[src/hdl/stli_pkg.sv]
// Shared types and constants for the sorted table linear interpolation unit.
`default_nettype none

package stli_pkg;

	// Item kind carried on the input tuser.
	typedef enum logic {
		KIND_LOAD  = 1'b0,
		KIND_QUERY = 1'b1
	} kind_t;

	// Result status codes.
	typedef enum logic [1:0] {
		STATUS_OK   = 2'd0,
		STATUS_MISS = 2'd1,
		STATUS_FULL = 2'd2
	} status_t;

	// One table entry; the angle sits in the low half.
	typedef struct packed {
		logic signed [15:0] lift;
		logic signed [15:0] angle;
	} entry_t;

	// Lift returned when a query cannot be answered (-1.0 in Q4.12).
	localparam logic signed [15:0] NOT_FOUND_LIFT = 16'shF000;

	// Number of quotient bits produced by the divider.
	localparam int unsigned DIV_STEPS = 32;

endpackage

`default_nettype wire

[src/hdl/stli_ram.sv]
// Generic single write port, single read port RAM with registered read data.
`default_nettype none

module stli_ram #(
	parameter int unsigned WIDTH = 32,
	parameter int unsigned DEPTH = 64
) (
	input  wire                             clk,
	input  wire                             we,
	input  wire  [$clog2(DEPTH)-1:0]        waddr,
	input  wire  [WIDTH-1:0]                wdata,
	input  wire                             re,
	input  wire  [$clog2(DEPTH)-1:0]        raddr,
	output logic [WIDTH-1:0]                rdata
);

	logic [WIDTH-1:0] mem [DEPTH];

	// Write port.
	always_ff @(posedge clk) begin
		if (we) begin
			mem[waddr] <= wdata;
		end
	end

	// Registered read port.
	always_ff @(posedge clk) begin
		if (re) begin
			rdata <= mem[raddr];
		end
	end

endmodule

`default_nettype wire

[src/hdl/sorted_table_linear_interpolation_unit.sv]
// Sorted angle/lift table with stable insert and piecewise linear interpolation lookup.
//
// The unit holds up to TABLE_DEPTH (angle Q8.8, lift Q4.12) pairs in one RAM, kept in
// ascending angle order. A load transfer (tuser = 0) inserts its pair after all stored
// pairs with an equal or smaller angle, moving larger entries up one place; a full
// table refuses the load with status 2. A query transfer (tuser = 1) walks the table
// from the bottom: at an endpoint it returns the lift of the last entry with that
// angle, at a stored angle inside the range the lift of the first such entry, and
// elsewhere strictly inside the range it interpolates between the neighbors; outside
// the range or on an empty table it returns -1.0 with status 1. Loads return zero.
// One item is in flight at a time. A load passes a read state and a check state for
// each entry it moves up, then writes the pair; a query passes the same two states for
// each entry scanned. A load on a full table or a query on an empty one goes straight to
// the hand-off. An interpolating query then runs a multiply, an absolute value, the
// one-bit-per-cycle restoring divider and a final add. The single read port of the table
// RAM, with its registered read, is why each entry takes a read and a check state. A
// finished result sits in the output register, so the next item is taken while it waits.
`default_nettype none

module sorted_table_linear_interpolation_unit
	import stli_pkg::*;
#(
	parameter int unsigned TABLE_DEPTH = 64
) (
	input  wire         clk,
	input  wire         arst_n,
	input  wire         s_tvalid,
	output logic        s_tready,
	input  wire  [31:0] s_tdata,   // [15:0] angle, [31:16] lift
	input  wire         s_tuser,   // [0] kind
	output logic        m_tvalid,
	input  wire         m_tready,
	output logic [23:0] m_tdata    // [15:0] value, [17:16] status, [23:18] zero
);

	localparam int unsigned AW = $clog2(TABLE_DEPTH);
	localparam int unsigned CW = $clog2(TABLE_DEPTH + 1);
	localparam int unsigned SW = $clog2(DIV_STEPS);

	typedef enum logic [3:0] {
		ST_IDLE,
		ST_LD_RD,
		ST_LD_CHK,
		ST_Q_RD,
		ST_Q_CHK,
		ST_MUL,
		ST_ABS,
		ST_DIV,
		ST_FIN,
		ST_OUT
	} state_t;

	state_t               state_q;
	logic                 kind_q;
	logic signed [15:0]   angle_q;
	logic signed [15:0]   lift_q;
	logic [CW-1:0]        count_q;
	logic [CW-1:0]        idx_q;
	logic                 scan_eq_q;
	logic                 run_at_zero_q;
	logic signed [15:0]   prev_angle_q;
	logic signed [15:0]   prev_lift_q;
	logic signed [15:0]   first_lift_q;
	logic [15:0]          dx_q;
	logic signed [16:0]   dl_q;
	logic [15:0]          den_q;
	logic signed [33:0]   prod_q;
	logic                 neg_q;
	logic [31:0]          quo_q;
	logic [15:0]          rem_q;
	logic [SW-1:0]        step_q;
	logic signed [15:0]   res_value_q;
	status_t              res_status_q;
	logic                 m_tvalid_q;
	logic [23:0]          m_tdata_q;

	entry_t               rd_entry;
	entry_t               new_entry;
	logic                 ram_we;
	logic [AW-1:0]        ram_waddr;
	entry_t               ram_wdata;
	logic                 ram_re;
	logic [AW-1:0]        ram_raddr;
	logic [CW-1:0]        idx_m1;
	logic [CW-1:0]        idx_p1;
	logic                 rd_gt;
	logic                 rd_eq;
	logic signed [16:0]   dx_full;
	logic signed [16:0]   den_full;
	logic signed [16:0]   dl_full;
	logic signed [33:0]   prod_mag;
	logic [16:0]          div_shift;
	logic [16:0]          div_diff;
	logic                 div_take;
	logic signed [17:0]   q_signed;
	logic signed [17:0]   interp_sum;
	logic                 in_xfer;

	assign in_xfer   = s_tvalid && s_tready;
	assign s_tready  = (state_q == ST_IDLE);
	assign m_tvalid  = m_tvalid_q;
	assign m_tdata   = m_tdata_q;

	assign new_entry = '{lift: lift_q, angle: angle_q};
	assign idx_m1 = idx_q - CW'(1);
	assign idx_p1 = idx_q + CW'(1);

	// Compare the entry just read against the item angle.
	assign rd_gt = $signed(rd_entry.angle) > angle_q;
	assign rd_eq = $signed(rd_entry.angle) == angle_q;

	// Differences for the interpolation, taken against the entry below: the query angle and the entry read.
	assign dx_full  = 17'(angle_q) - 17'(prev_angle_q);
	assign den_full = 17'(rd_entry.angle) - 17'(prev_angle_q);
	assign dl_full  = 17'(rd_entry.lift) - 17'(prev_lift_q);
	assign prod_mag = prod_q[33] ? -prod_q : prod_q;

	// Restoring divider step: one quotient bit per cycle.
	assign div_shift = {rem_q, quo_q[31]};
	assign div_diff  = div_shift - {1'b0, den_q};
	assign div_take  = !div_diff[16];

	// Apply the quotient sign and add the lower lift.
	assign q_signed   = neg_q ? -$signed({2'b00, quo_q[15:0]}) : $signed({2'b00, quo_q[15:0]});
	assign interp_sum = 18'(prev_lift_q) + q_signed;

	// Table RAM port control.
	always_comb begin
		ram_we    = 1'b0;
		ram_waddr = idx_q[AW-1:0];
		ram_wdata = new_entry;
		ram_re    = 1'b0;
		ram_raddr = idx_q[AW-1:0];
		case (state_q)
			ST_LD_RD: begin
				if (idx_q == '0) begin
					ram_we = 1'b1;
				end else begin
					ram_re    = 1'b1;
					ram_raddr = idx_m1[AW-1:0];
				end
			end
			ST_LD_CHK: begin
				ram_we    = 1'b1;
				ram_wdata = rd_gt ? rd_entry : new_entry;
			end
			ST_Q_RD: begin
				ram_re = (idx_q != count_q);
			end
			default: begin
			end
		endcase
	end

	stli_ram #(
		.WIDTH($bits(entry_t)),
		.DEPTH(TABLE_DEPTH)
	) u_table (
		.clk  (clk),
		.we   (ram_we),
		.waddr(ram_waddr),
		.wdata(ram_wdata),
		.re   (ram_re),
		.raddr(ram_raddr),
		.rdata(rd_entry)
	);

	// Sequencer for insert, scan, interpolation and result hand-off.
	always_ff @(posedge clk or negedge arst_n) begin
		if (!arst_n) begin
			state_q    <= ST_IDLE;
			count_q    <= '0;
			m_tvalid_q <= 1'b0;
		end else begin
			// A result taken outside the hand-off state frees the output register.
			if (m_tvalid_q && m_tready && (state_q != ST_OUT)) begin
				m_tvalid_q <= 1'b0;
			end
			case (state_q)
				ST_IDLE: begin
					if (in_xfer) begin
						kind_q        <= s_tuser;
						angle_q       <= s_tdata[15:0];
						lift_q        <= s_tdata[31:16];
						scan_eq_q     <= 1'b0;
						run_at_zero_q <= 1'b0;
						if (s_tuser == KIND_LOAD) begin
							if (count_q >= CW'(TABLE_DEPTH)) begin
								res_value_q  <= '0;
								res_status_q <= STATUS_FULL;
								state_q      <= ST_OUT;
							end else begin
								idx_q   <= count_q;
								state_q <= ST_LD_RD;
							end
						end else if (count_q == '0) begin
							res_value_q  <= NOT_FOUND_LIFT;
							res_status_q <= STATUS_MISS;
							state_q      <= ST_OUT;
						end else begin
							idx_q   <= '0;
							state_q <= ST_Q_RD;
						end
					end
				end
				ST_LD_RD: begin
					if (idx_q == '0) begin
						count_q      <= count_q + CW'(1);
						res_value_q  <= '0;
						res_status_q <= STATUS_OK;
						state_q      <= ST_OUT;
					end else begin
						state_q <= ST_LD_CHK;
					end
				end
				ST_LD_CHK: begin
					if (rd_gt) begin
						idx_q   <= idx_m1;
						state_q <= ST_LD_RD;
					end else begin
						count_q      <= count_q + CW'(1);
						res_value_q  <= '0;
						res_status_q <= STATUS_OK;
						state_q      <= ST_OUT;
					end
				end
				ST_Q_RD: begin
					if (idx_q == count_q) begin
						// Ran off the top: either the angle equals the last one or lies above it.
						res_value_q  <= scan_eq_q ? prev_lift_q : NOT_FOUND_LIFT;
						res_status_q <= scan_eq_q ? STATUS_OK : STATUS_MISS;
						state_q      <= ST_OUT;
					end else begin
						state_q <= ST_Q_CHK;
					end
				end
				ST_Q_CHK: begin
					if (rd_eq) begin
						// Start or continue a run of entries equal to the query angle.
						if (!scan_eq_q) begin
							first_lift_q  <= rd_entry.lift;
							run_at_zero_q <= (idx_q == '0);
						end
						scan_eq_q    <= 1'b1;
						prev_angle_q <= rd_entry.angle;
						prev_lift_q  <= rd_entry.lift;
						idx_q        <= idx_p1;
						state_q      <= ST_Q_RD;
					end else if (!rd_gt) begin
						prev_angle_q <= rd_entry.angle;
						prev_lift_q  <= rd_entry.lift;
						idx_q        <= idx_p1;
						state_q      <= ST_Q_RD;
					end else if (scan_eq_q) begin
						// An interior run yields its first lift, a run at the bottom its last.
						res_value_q  <= run_at_zero_q ? prev_lift_q : first_lift_q;
						res_status_q <= STATUS_OK;
						state_q      <= ST_OUT;
					end else if (idx_q == '0) begin
						res_value_q  <= NOT_FOUND_LIFT;
						res_status_q <= STATUS_MISS;
						state_q      <= ST_OUT;
					end else begin
						dx_q    <= dx_full[15:0];
						den_q   <= den_full[15:0];
						dl_q    <= dl_full;
						state_q <= ST_MUL;
					end
				end
				ST_MUL: begin
					prod_q  <= $signed({1'b0, dx_q}) * dl_q;
					state_q <= ST_ABS;
				end
				ST_ABS: begin
					neg_q   <= prod_q[33];
					quo_q   <= prod_mag[31:0];
					rem_q   <= '0;
					step_q  <= '0;
					state_q <= ST_DIV;
				end
				ST_DIV: begin
					rem_q  <= div_take ? div_diff[15:0] : div_shift[15:0];
					quo_q  <= {quo_q[30:0], div_take};
					step_q <= step_q + SW'(1);
					if (step_q == SW'(DIV_STEPS - 1)) begin
						state_q <= ST_FIN;
					end
				end
				ST_FIN: begin
					res_value_q  <= interp_sum[15:0];
					res_status_q <= STATUS_OK;
					state_q      <= ST_OUT;
				end
				ST_OUT: begin
					if (!m_tvalid_q || m_tready) begin
						m_tvalid_q <= 1'b1;
						m_tdata_q  <= {6'b0, res_status_q, res_value_q};
						state_q    <= ST_IDLE;
					end
				end
				default: begin
					state_q <= ST_IDLE;
				end
			endcase
		end
	end

	// The table never holds more entries than it has room for.
	assert property (@(posedge clk) disable iff (!arst_n)
		count_q <= CW'(TABLE_DEPTH))
		else $error("entry count above table depth");

	// The entry count only ever grows by one, and only at the end of a load.
	assert property (@(posedge clk) disable iff (!arst_n)
		(count_q != $past(count_q)) |->
			(count_q == $past(count_q) + CW'(1)) && (kind_q == KIND_LOAD))
		else $error("entry count changed unexpectedly");

	// Writes stay inside the filled part of the table plus the one new slot.
	assert property (@(posedge clk) disable iff (!arst_n)
		ram_we |-> (CW'(ram_waddr) <= count_q) && (kind_q == KIND_LOAD))
		else $error("table write outside the filled range");

	// The divider always sees a positive angle span.
	assert property (@(posedge clk) disable iff (!arst_n)
		(state_q == ST_DIV) |-> (den_q != '0))
		else $error("interpolation span is zero");

	// Taking an item closes the input until its result is handed off.
	assert property (@(posedge clk) disable iff (!arst_n)
		in_xfer |=> !s_tready)
		else $error("input accepted while busy");

endmodule

`default_nettype wire
[config.mk]
export PLATFORM = sky130hd
export DESIGN_NAME = sorted_table_linear_interpolation_unit
export DESIGN_NICKNAME = d
export VERILOG_FILES = /design/src/hdl/stli_pkg.sv /design/src/hdl/stli_ram.sv /design/src/hdl/sorted_table_linear_interpolation_unit.sv
export SDC_FILE = /design/constraint.sdc
export NUM_CORES = 2
export LEC_CHECK = 0
export ABC_AREA = 1
export BUFFER_PORTS_ARGS = -buffer_cell sky130_fd_sc_hd__buf_2
export CORE_UTILIZATION = 43
export DETAILED_ROUTE_END_ITERATION = 10
export PLACE_DENSITY = 0.6
export RECOVER_POWER = 100
export REMOVE_ABC_BUFFERS = 1
export SYNTH_ARGS = -nofsm -noshare
export SYNTH_HDL_FRONTEND = slang
export SYNTH_SLANG_ARGS = --single-unit
[constraint.sdc]
create_clock -name clk -period 7.62 [get_ports clk]
set_input_delay 1.524 -clock clk [delete_from_list [all_inputs] [get_ports clk]]
set_output_delay 1.524 -clock clk [all_outputs]
set_load 0.05 [all_outputs]
* After elaboration in Yosys (flattened, before gate mapping)
Memory sizes are Yosys's and may differ from the RTL's. A register that Yosys moved wholly into a read port is not among the register bits.
Index checks and enable logic that the tools add are counted.
Widths: inputs -> output; s select.
** Word-level totals
- Register bits :: 274
- Memory bits (writable) :: 2048
- Input port bits :: 37
- Output and inout port bits :: 26
- Memories :: 1
** Memories
- u_table.mem :: words 64, width 32, read ports 1, clocked after memory_dff 1, wr ports 1, RTL line stli_ram.sv:17 : logic [WIDTH-1:0] mem [DEPTH];
** Cells by class
- Add/subtract/negate cells :: 11
- $mul :: 1
- Magnitude comparators :: 2
- Eq/ne operators :: 32
- Multiplexer cells :: 81
- Bitwise operators :: 3
- Reductions and logical operators :: 28
** Operators by type and width (number)
- $mux 16 :: 19
- $mux 32 :: 3
- $pmux 16 s6 :: 1
- $pmux 32 s2 :: 1
- $mux 7 :: 9
- $mux 4 :: 13
- $pmux 4 s10 :: 1
- $mul 17x17->34 :: 1
- $neg 32->32 :: 1
- $pmux 16 s2 :: 1
- $sub 16x16->16 :: 2
- $mux 2 :: 11
- $pmux 7 s3 :: 1
- $ne 2x2->1 const B :: 10
- $sub 16x16->17 :: 1
- $sub 17x16->17 :: 1
- $add 16x16->16 :: 1
- $eq 16x16->1 :: 1
- $eq 4x3->1 const B :: 4
- $gt 16x16->1 :: 1
- $neg 16->16 :: 1
- $reduce_and 3->1 :: 5
- $add 7x1->7 const B :: 2
- $logic_not 7->1 :: 2
- other kinds (34) :: 65

* Depth between registers and ports, before layout
- Word-level depth :: 6
- Depth in mapped cells :: 28
- Depth with buffers taken out :: 26

* By module
A second synthesis with hierarchy kept.
** Unflattened totals
- Cells, all modules :: 9874
- Area total of the unflattened synthesis :: 109252.3 um2
** By module, submodules not included
- stli_ram :: instances 1, cells each 6785, area each 83106.0 um2, seq. area each 62459.9 um2
- sorted_table_linear_interpolation_unit :: instances 1, cells each 3089, area each 26146.3 um2, seq. area each 8137.8 um2

* Least setup slack after synthesis
OpenSTA, ideal clock, no wires.
- Kind :: register to register
- Start :: reg dx_q[7]
- End :: reg prod_q[20], data pin
- Setup time :: 0.259 ns
- Arrival :: 5.367 ns
- Data required time :: 7.361 ns
- Slack :: 1.994 ns
- Stages on the path, launching flop included :: 24
- Buffers on the path :: 2
- Path through :: edfxtp_1 clkbuf_1 clkbuf_1 nand2_1 fa_1 inv_1 fa_1 inv_1 fa_1 inv_1 fa_1 fa_1 inv_1 fa_1 inv_1 ha_1 a21oi_1 a21boi_0 o21ai_0 a21oi_1 o21ai_0 nand3_1 nand2_1 xor2_1
** Between the ends
- Longest elaborated chain between the ends :: 1
** RTL lines
- from (decl) :: RTL line sorted_table_linear_interpolation_unit.sv:64 : logic [15:0] dx_q;
- from (signal assigned) :: RTL line sorted_table_linear_interpolation_unit.sv:264 : dx_q <= dx_full[15:0];
- $mul 17x17->34 :: RTL line sorted_table_linear_interpolation_unit.sv:271 : prod_q <= $signed({1'b0, dx_q}) * dl_q;
- to (signal assigned) :: RTL line sorted_table_linear_interpolation_unit.sv:271
- to (decl) :: RTL line sorted_table_linear_interpolation_unit.sv:67 : logic signed [33:0] prod_q;
No other way between the ends.
A chain may end at the register's enable or synchronous reset.

* Worst setup path in the final report
- Start :: reg idx_q[0]
- End :: reg u_table.rdata[16], read port of u_table.mem, data pin
** Between the ends
- Longest elaborated chain between the ends :: 3
- Elaborated cells between the ends (all ways) :: 7
- Classes of those cells :: add/sub: 1; eq/ne: 1; mux: 4; reduce/logical: 1
** RTL lines
- from (decl) :: RTL line sorted_table_linear_interpolation_unit.sv:58 : logic [CW-1:0] idx_q;
- from (signal assigned) :: RTL line sorted_table_linear_interpolation_unit.sv:193 : idx_q <= count_q;
- from (signal assigned) :: RTL line sorted_table_linear_interpolation_unit.sv:218 : idx_q <= idx_m1;
- from (signal assigned) :: RTL line sorted_table_linear_interpolation_unit.sv:247 : idx_q <= idx_p1;
- $sub 7x1->7 / $logic_not 7->1 (equally long branches) :: RTL line sorted_table_linear_interpolation_unit.sv:105, sorted_table_linear_interpolation_unit.sv:136
- $mux 6 / $mux 1 (equally long branches) :: RTL line sorted_table_linear_interpolation_unit.sv:136 : if (idx_q == '0) begin
- $mux 6 / $pmux 1 s2 (equally long branches) :: RTL line sorted_table_linear_interpolation_unit.sv:134 : case (state_q)
- to (decl) :: RTL line stli_ram.sv:14 : output logic [WIDTH-1:0] rdata
Parallel ways exist; a longest one is shown, timed or not.

==> metrics.txt <==
# TYPE chip_impl_metric gauge
chip_impl_metric{name="die-area",unit="mm^2"} 0.273
chip_impl_metric{name="timing.max_slew.rel_slack",unit="%"} -126
chip_impl_metric{name="drt-pass1-iter-count",unit=""} 7
chip_impl_metric{name="wl_per_cell",unit="um"} 23.9
chip_impl_metric{name="largest_net_degree_at_the_start_of_global_routing",unit=""} 203
chip_impl_metric{name="timing.final.crit_period",unit="ns"} 6.97
chip_impl_metric{name="synth-edff-count",unit=""} 2341
chip_impl_metric{name="ioPinCount",unit=""} 63
chip_impl_info{name="cp_cell_sequence",value="clkinv_1 -> ha_1 -> inv_1 -> nor2_1 -> nand2_1 -> nand2_1 -> nand2_4 -> nand2_2 -> clkbuf_2 -> nand2_1 -> nand3_1 -> nand3_1 -> nand3_1 -> nand3_1 -> nand3_1 -> nand2_1"} 1
chip_impl_metric{name="syn_inst",unit=""} 11000
chip_impl_metric{name="final.period_utilization",unit="%"} 91.5
chip_impl_info{name="worstSetupEndpointType",value="flip-flop"} 1
chip_impl_metric{name="clock_latency",unit="ns"} 0.87
chip_impl_metric{name="num-fill-cells",unit=""} 24300
chip_impl_info{name="clk_root_buffer_cell",value="sky130_fd_sc_hd__clkbuf_16"} 1
chip_impl_metric{name="yosysUniqueCellTypes",unit=""} 51
chip_impl_metric{name="dp_hpwl",unit="mm"} 204
chip_impl_metric{name="die_width",unit="um"} 522
chip_impl_metric{name="critical-path-max-stage-delay",unit="ns"} 1.28
chip_impl_metric{name="first_iter_violations",unit=""} 9060
chip_impl_metric{name="fmax",unit="MHz"} 143
chip_impl_metric{name="placement_rows",unit=""} 190
chip_impl_info{name="critPathSlowestCell",value="sky130_fd_sc_hd__nand2_2"} 1
chip_impl_metric{name="postSynthAreaPerCell",unit="um^2"} 10.6
chip_impl_metric{name="maxSlewViolCount",unit=""} 3756
chip_impl_info{name="result_of_the_run",value="complete, but fails checks"} 1
chip_impl_metric{name="critical_path_required",unit="ns"} 8.28
chip_impl_metric{name="total_routed_length",unit="mm"} 351
chip_impl_metric{name="crit_fanout",unit=""} 63
chip_impl_metric{name="cells_resized_by_post_cts_repair",unit=""} 0
chip_impl_metric{name="portBuffers",unit=""} 56
chip_impl_metric{name="grt_antenna_before_repair",unit=""} 12
chip_impl_metric{name="drive_gt1_share",unit="%"} 5.02
chip_impl_info{name="timing.critical_path.mode_cell",value="sky130_fd_sc_hd__nand3_1"} 1
chip_impl_metric{name="cts-hold-fix-buffers",unit=""} 0
chip_impl_info{name="synth.top_cells.by_count",value="sky130_fd_sc_hd__edfxtp_1 (2341), sky130_fd_sc_hd__nand3_1 (2267), sky130_fd_sc_hd__nand2_1 (1874)"} 1
chip_impl_metric{name="totalNegativeSetupSlack",unit="ns"} 0
chip_impl_metric{name="synthDominantCellAreaShare",unit="%"} 60.4
chip_impl_metric{name="routed_via_count",unit=""} 80700
chip_impl_metric{name="yosys_warnings",unit=""} 0
chip_impl_metric{name="setup_violating_endpoint_count_in_the_final_report",unit=""} 0
chip_impl_metric{name="via_count_of_the_first_global_routing_pass",unit=""} 77400
chip_impl_metric{name="report.final.hold_viol_count",unit=""} 0
chip_impl_metric{name="floorplan.initialDensity",unit="%"} 43.3
chip_impl_metric{name="crit_arrival",unit="ns"} 7.63
chip_impl_info{name="ys.flop_type",value="sky130_fd_sc_hd__edfxtp_1"} 1
chip_impl_metric{name="globalRoute.totalOverflow",unit=""} 0
chip_impl_metric{name="yosys_register_bits",unit=""} 2353
chip_impl_info{name="path_delay_family",value="simple AND/OR/NAND/NOR gates"} 1
chip_impl_metric{name="cts_sinks",unit=""} 2353
chip_impl_metric{name="htreeDepth",unit=""} 5
chip_impl_metric{name="globalRouteTotalUtil",unit="%"} 25.4
chip_impl_metric{name="worst-path-buf-inv",unit=""} 3
chip_impl_metric{name="drtAntennaViolNets",unit=""} 0
chip_impl_metric{name="cts_setup_buffers",unit=""} 0
chip_impl_metric{name="path_clk_slew",unit="ns"} 0.06
chip_impl_metric{name="cts_max_path_buffers",unit=""} 4
chip_impl_info{name="synth.largest_area_cell",value="sky130_fd_sc_hd__edfxtp_1"} 1
chip_impl_metric{name="multi_input_combinational_cell_area",unit="mm^2"} 0.0364
chip_impl_metric{name="worst_hold_slack",unit="ns"} 0.413
chip_impl_metric{name="synthesis.area",unit="mm^2"} 0.116
chip_impl_metric{name="irDropWorstVdd",unit="mV"} 0.472
chip_impl_metric{name="syn2layout_area_growth",unit="%"} 10.3
chip_impl_metric{name="route.detailed.vias_per_inst",unit=""} 5.51
chip_impl_info{name="synthMostInstantiatedCell",value="sky130_fd_sc_hd__edfxtp_1"} 1
chip_impl_metric{name="cts-buffers-inserted",unit=""} 270
chip_impl_metric{name="gp_congestion",unit=""} 0.865
chip_impl_metric{name="final_net_count",unit=""} 11400
chip_impl_metric{name="drt_drc_violations_left",unit=""} 0
chip_impl_info{name="critPathLaunchType",value="flip-flop"} 1
chip_impl_metric{name="die_h",unit="um"} 522
chip_impl_metric{name="static_leakage",unit="nW"} 51.7
chip_impl_metric{name="layout.area.seq",unit="mm^2"} 0.0706
chip_impl_metric{name="maxCapViolations",unit=""} 116
chip_impl_metric{name="synth_sequential_area_ratio",unit="%"} 60.6
chip_impl_info{name="holdCritPathClass",value="flip-flop to flip-flop"} 1
chip_impl_info{name="tritoncts",value="yes"} 1
chip_impl_info{name="crit_path_kind",value="flip-flop to flip-flop"} 1
chip_impl_metric{name="fin_skew",unit="ns"} 0.0932
chip_impl_info{name="post_synth_main_area_contributors",value="sky130_fd_sc_hd__edfxtp_1 (60%), sky130_fd_sc_hd__nand3_1 (9.7%), sky130_fd_sc_hd__nand2_1 (6.0%), sky130_fd_sc_hd__inv_1 (5.9%), sky130_fd_sc_hd__nand3b_1 (5.0%)"} 1
chip_impl_metric{name="design.core.area",unit="mm^2"} 0.269
chip_impl_metric{name="first_pass_grt_wire_length",unit="mm"} 516
chip_impl_info{name="rsz_0062_raised_after_global_routing",value="false"} 1
chip_impl_metric{name="ffs_w_async_s_r_synth",unit="%"} 0.510
chip_impl_info{name="failed_checks",value="max-capacitance violations, max-slew violations"} 1
chip_impl_metric{name="powerDensity",unit="mW/mm^2"} 397
chip_impl_metric{name="slew_of_the_pin_with_the_lowest_slew_margin",unit="ns"} 3.37
-- per-stage QoR --
| step | std cells | setup WS [ns] | total power [mW] | area [um^2] | utilization, % |
|---|---|---|---|---|---|
| after floorplan | 10400 | -35.96 | 31.1 | 114000 | - |
| after global placement | 14200 | 1.26 | 38.5 | 121000 | 45.0 |
| after detailed placement | 14200 | 1.21 | 38.7 | 121000 | 45.0 |
| final | 14700 | 0.651 | 51.0 | 128000 | 47.8 |
| after CTS | 14600 | 1.16 | 51.1 | 129000 | 48.1 |
| after global routing | 14600 | 0.429 | 53.5 | 128000 | 47.8 |
-- flip-flops by register name, summed over array words and instances, names as in the netlist, 17 cells and up --
name and flops:
u_table.rdata 32, u_table.mem 2048, quo_q 32, dl_q 17
m_tdata 18, prod_q 33
-- per-layer routing --
| metal | share of wire [%] | vias up | track usage [%] |
|---|---|---|---|
| met5 | 0.0060 | - | 0 |
| met4 | 3.9 | 4 | 9.15 |
| met3 | 7.3 | 607 | 3.25 |
| met2 | 47 | 3299 | 41.6 |
| met1 | 42 | 39900 | 34.6 |
| li1 | - | 36900 | - |
-- cells by family (layout without fill, tap and decap cells) --
| logic type | Yosys count | after routing | synth area share, % |
|---|---|---|---|
| compound gates | 365 | 365 | 1.76 |
| xor+xnor | 128 | 128 | 0.963 |
| buf+inv | 2514 | 2572 | 8.47 |
| simple gates | 5218 | 5218 | 21.9 |
| flops | 2353 | 2353 | 60.6 |
| fa+ha+maj | 444 | 444 | 6.15 |
| other cells | 1 | 15 | 0.00322 |
| mux | 7 | 7 | 0.0602 |
-- area by class of cell --
class                           instances  share of cell area [%]
Tap cell                             3552                    3.46
Multi-Input combinational cell       6168                    28.3
Clock buffer                          342                    5.65
Timing Repair Buffer                  250                    1.31
Clock inverter                        124                   0.809
Inverter                             1856                    5.44
Sequential cell                      2353                    55.0
Antenna cell                            9                  0.0175
-- path summary, 6_finish.rpt --
path                                          startpoint  depth (start not counted)  slack (ns)                     endpoint
min in group asynchronous                         arst_n                          1        0.80       count_q[5]$_DFFE_PN0P_
worst max-delay path                  idx_q[0]$_DFFE_PP_                         16        0.65  u_table.rdata[16]$_DFFE_PP_
worst min-delay path            res_value_q[5]$_DFFE_PP_                          0        0.41         m_tdata[5]$_DFFE_PP_
max in group asynchronous                         arst_n                          1        6.22           m_tvalid$_DFF_PN0_
worst min register to register  res_value_q[5]$_DFFE_PP_                          0        0.41         m_tdata[5]$_DFFE_PP_
worst max register to register        idx_q[0]$_DFFE_PP_                         16        0.65  u_table.rdata[16]$_DFFE_PP_
-- cell usage in the layout (no fill, tap or decap), types with 11 or more instances in the layout --
| master | synthesis | routed |
|---|---|---|
| sky130_fd_sc_hd__a21oi_1 | 144 | 144 |
| sky130_fd_sc_hd__a31oi_1 | 11 | 11 |
| sky130_fd_sc_hd__buf_12 | 0 | 30 |
| sky130_fd_sc_hd__buf_2 | 267 | 19 |
| sky130_fd_sc_hd__buf_4 | 19 | 50 |
| sky130_fd_sc_hd__bufinv_16 | 0 | 16 |
| sky130_fd_sc_hd__clkbuf_1 | 328 | 183 |
| sky130_fd_sc_hd__clkbuf_16 | 0 | 281 |
| sky130_fd_sc_hd__clkbuf_2 | 0 | 28 |
| sky130_fd_sc_hd__clkinv_1 | 6 | 61 |
| sky130_fd_sc_hd__clkinv_2 | 0 | 37 |
| sky130_fd_sc_hd__dfrtp_1 | 12 | 12 |
| sky130_fd_sc_hd__edfxtp_1 | 2341 | 2341 |
| sky130_fd_sc_hd__fa_1 | 214 | 214 |
| sky130_fd_sc_hd__ha_1 | 230 | 230 |
| sky130_fd_sc_hd__inv_1 | 1843 | 1843 |
| sky130_fd_sc_hd__nand2_1 | 1874 | 1875 |
| sky130_fd_sc_hd__nand3_1 | 2267 | 2267 |
| sky130_fd_sc_hd__nand3b_1 | 774 | 774 |
| sky130_fd_sc_hd__nand4_1 | 31 | 31 |
| sky130_fd_sc_hd__nor2_1 | 204 | 168 |
| sky130_fd_sc_hd__nor2_4 | 1 | 37 |
| sky130_fd_sc_hd__nor3_1 | 32 | 31 |
| sky130_fd_sc_hd__o21ai_0 | 136 | 130 |
| sky130_fd_sc_hd__o221ai_1 | 12 | 12 |
| sky130_fd_sc_hd__or2_2 | 17 | 16 |
| sky130_fd_sc_hd__xnor2_1 | 37 | 37 |
| sky130_fd_sc_hd__xor2_1 | 91 | 91 |
-- report_power, final --
| group | leakage, nW | internal [mW] | switching, mW |
|---|---|---|---|
| registers | 21.3 | 16.2 | 0.431 |
| logic | 26.4 | 5.73 | 16.2 |
| clock network | 4.05 | 7.26 | 5.17 |
Note: power is estimated with default switching activity, not from simulation.
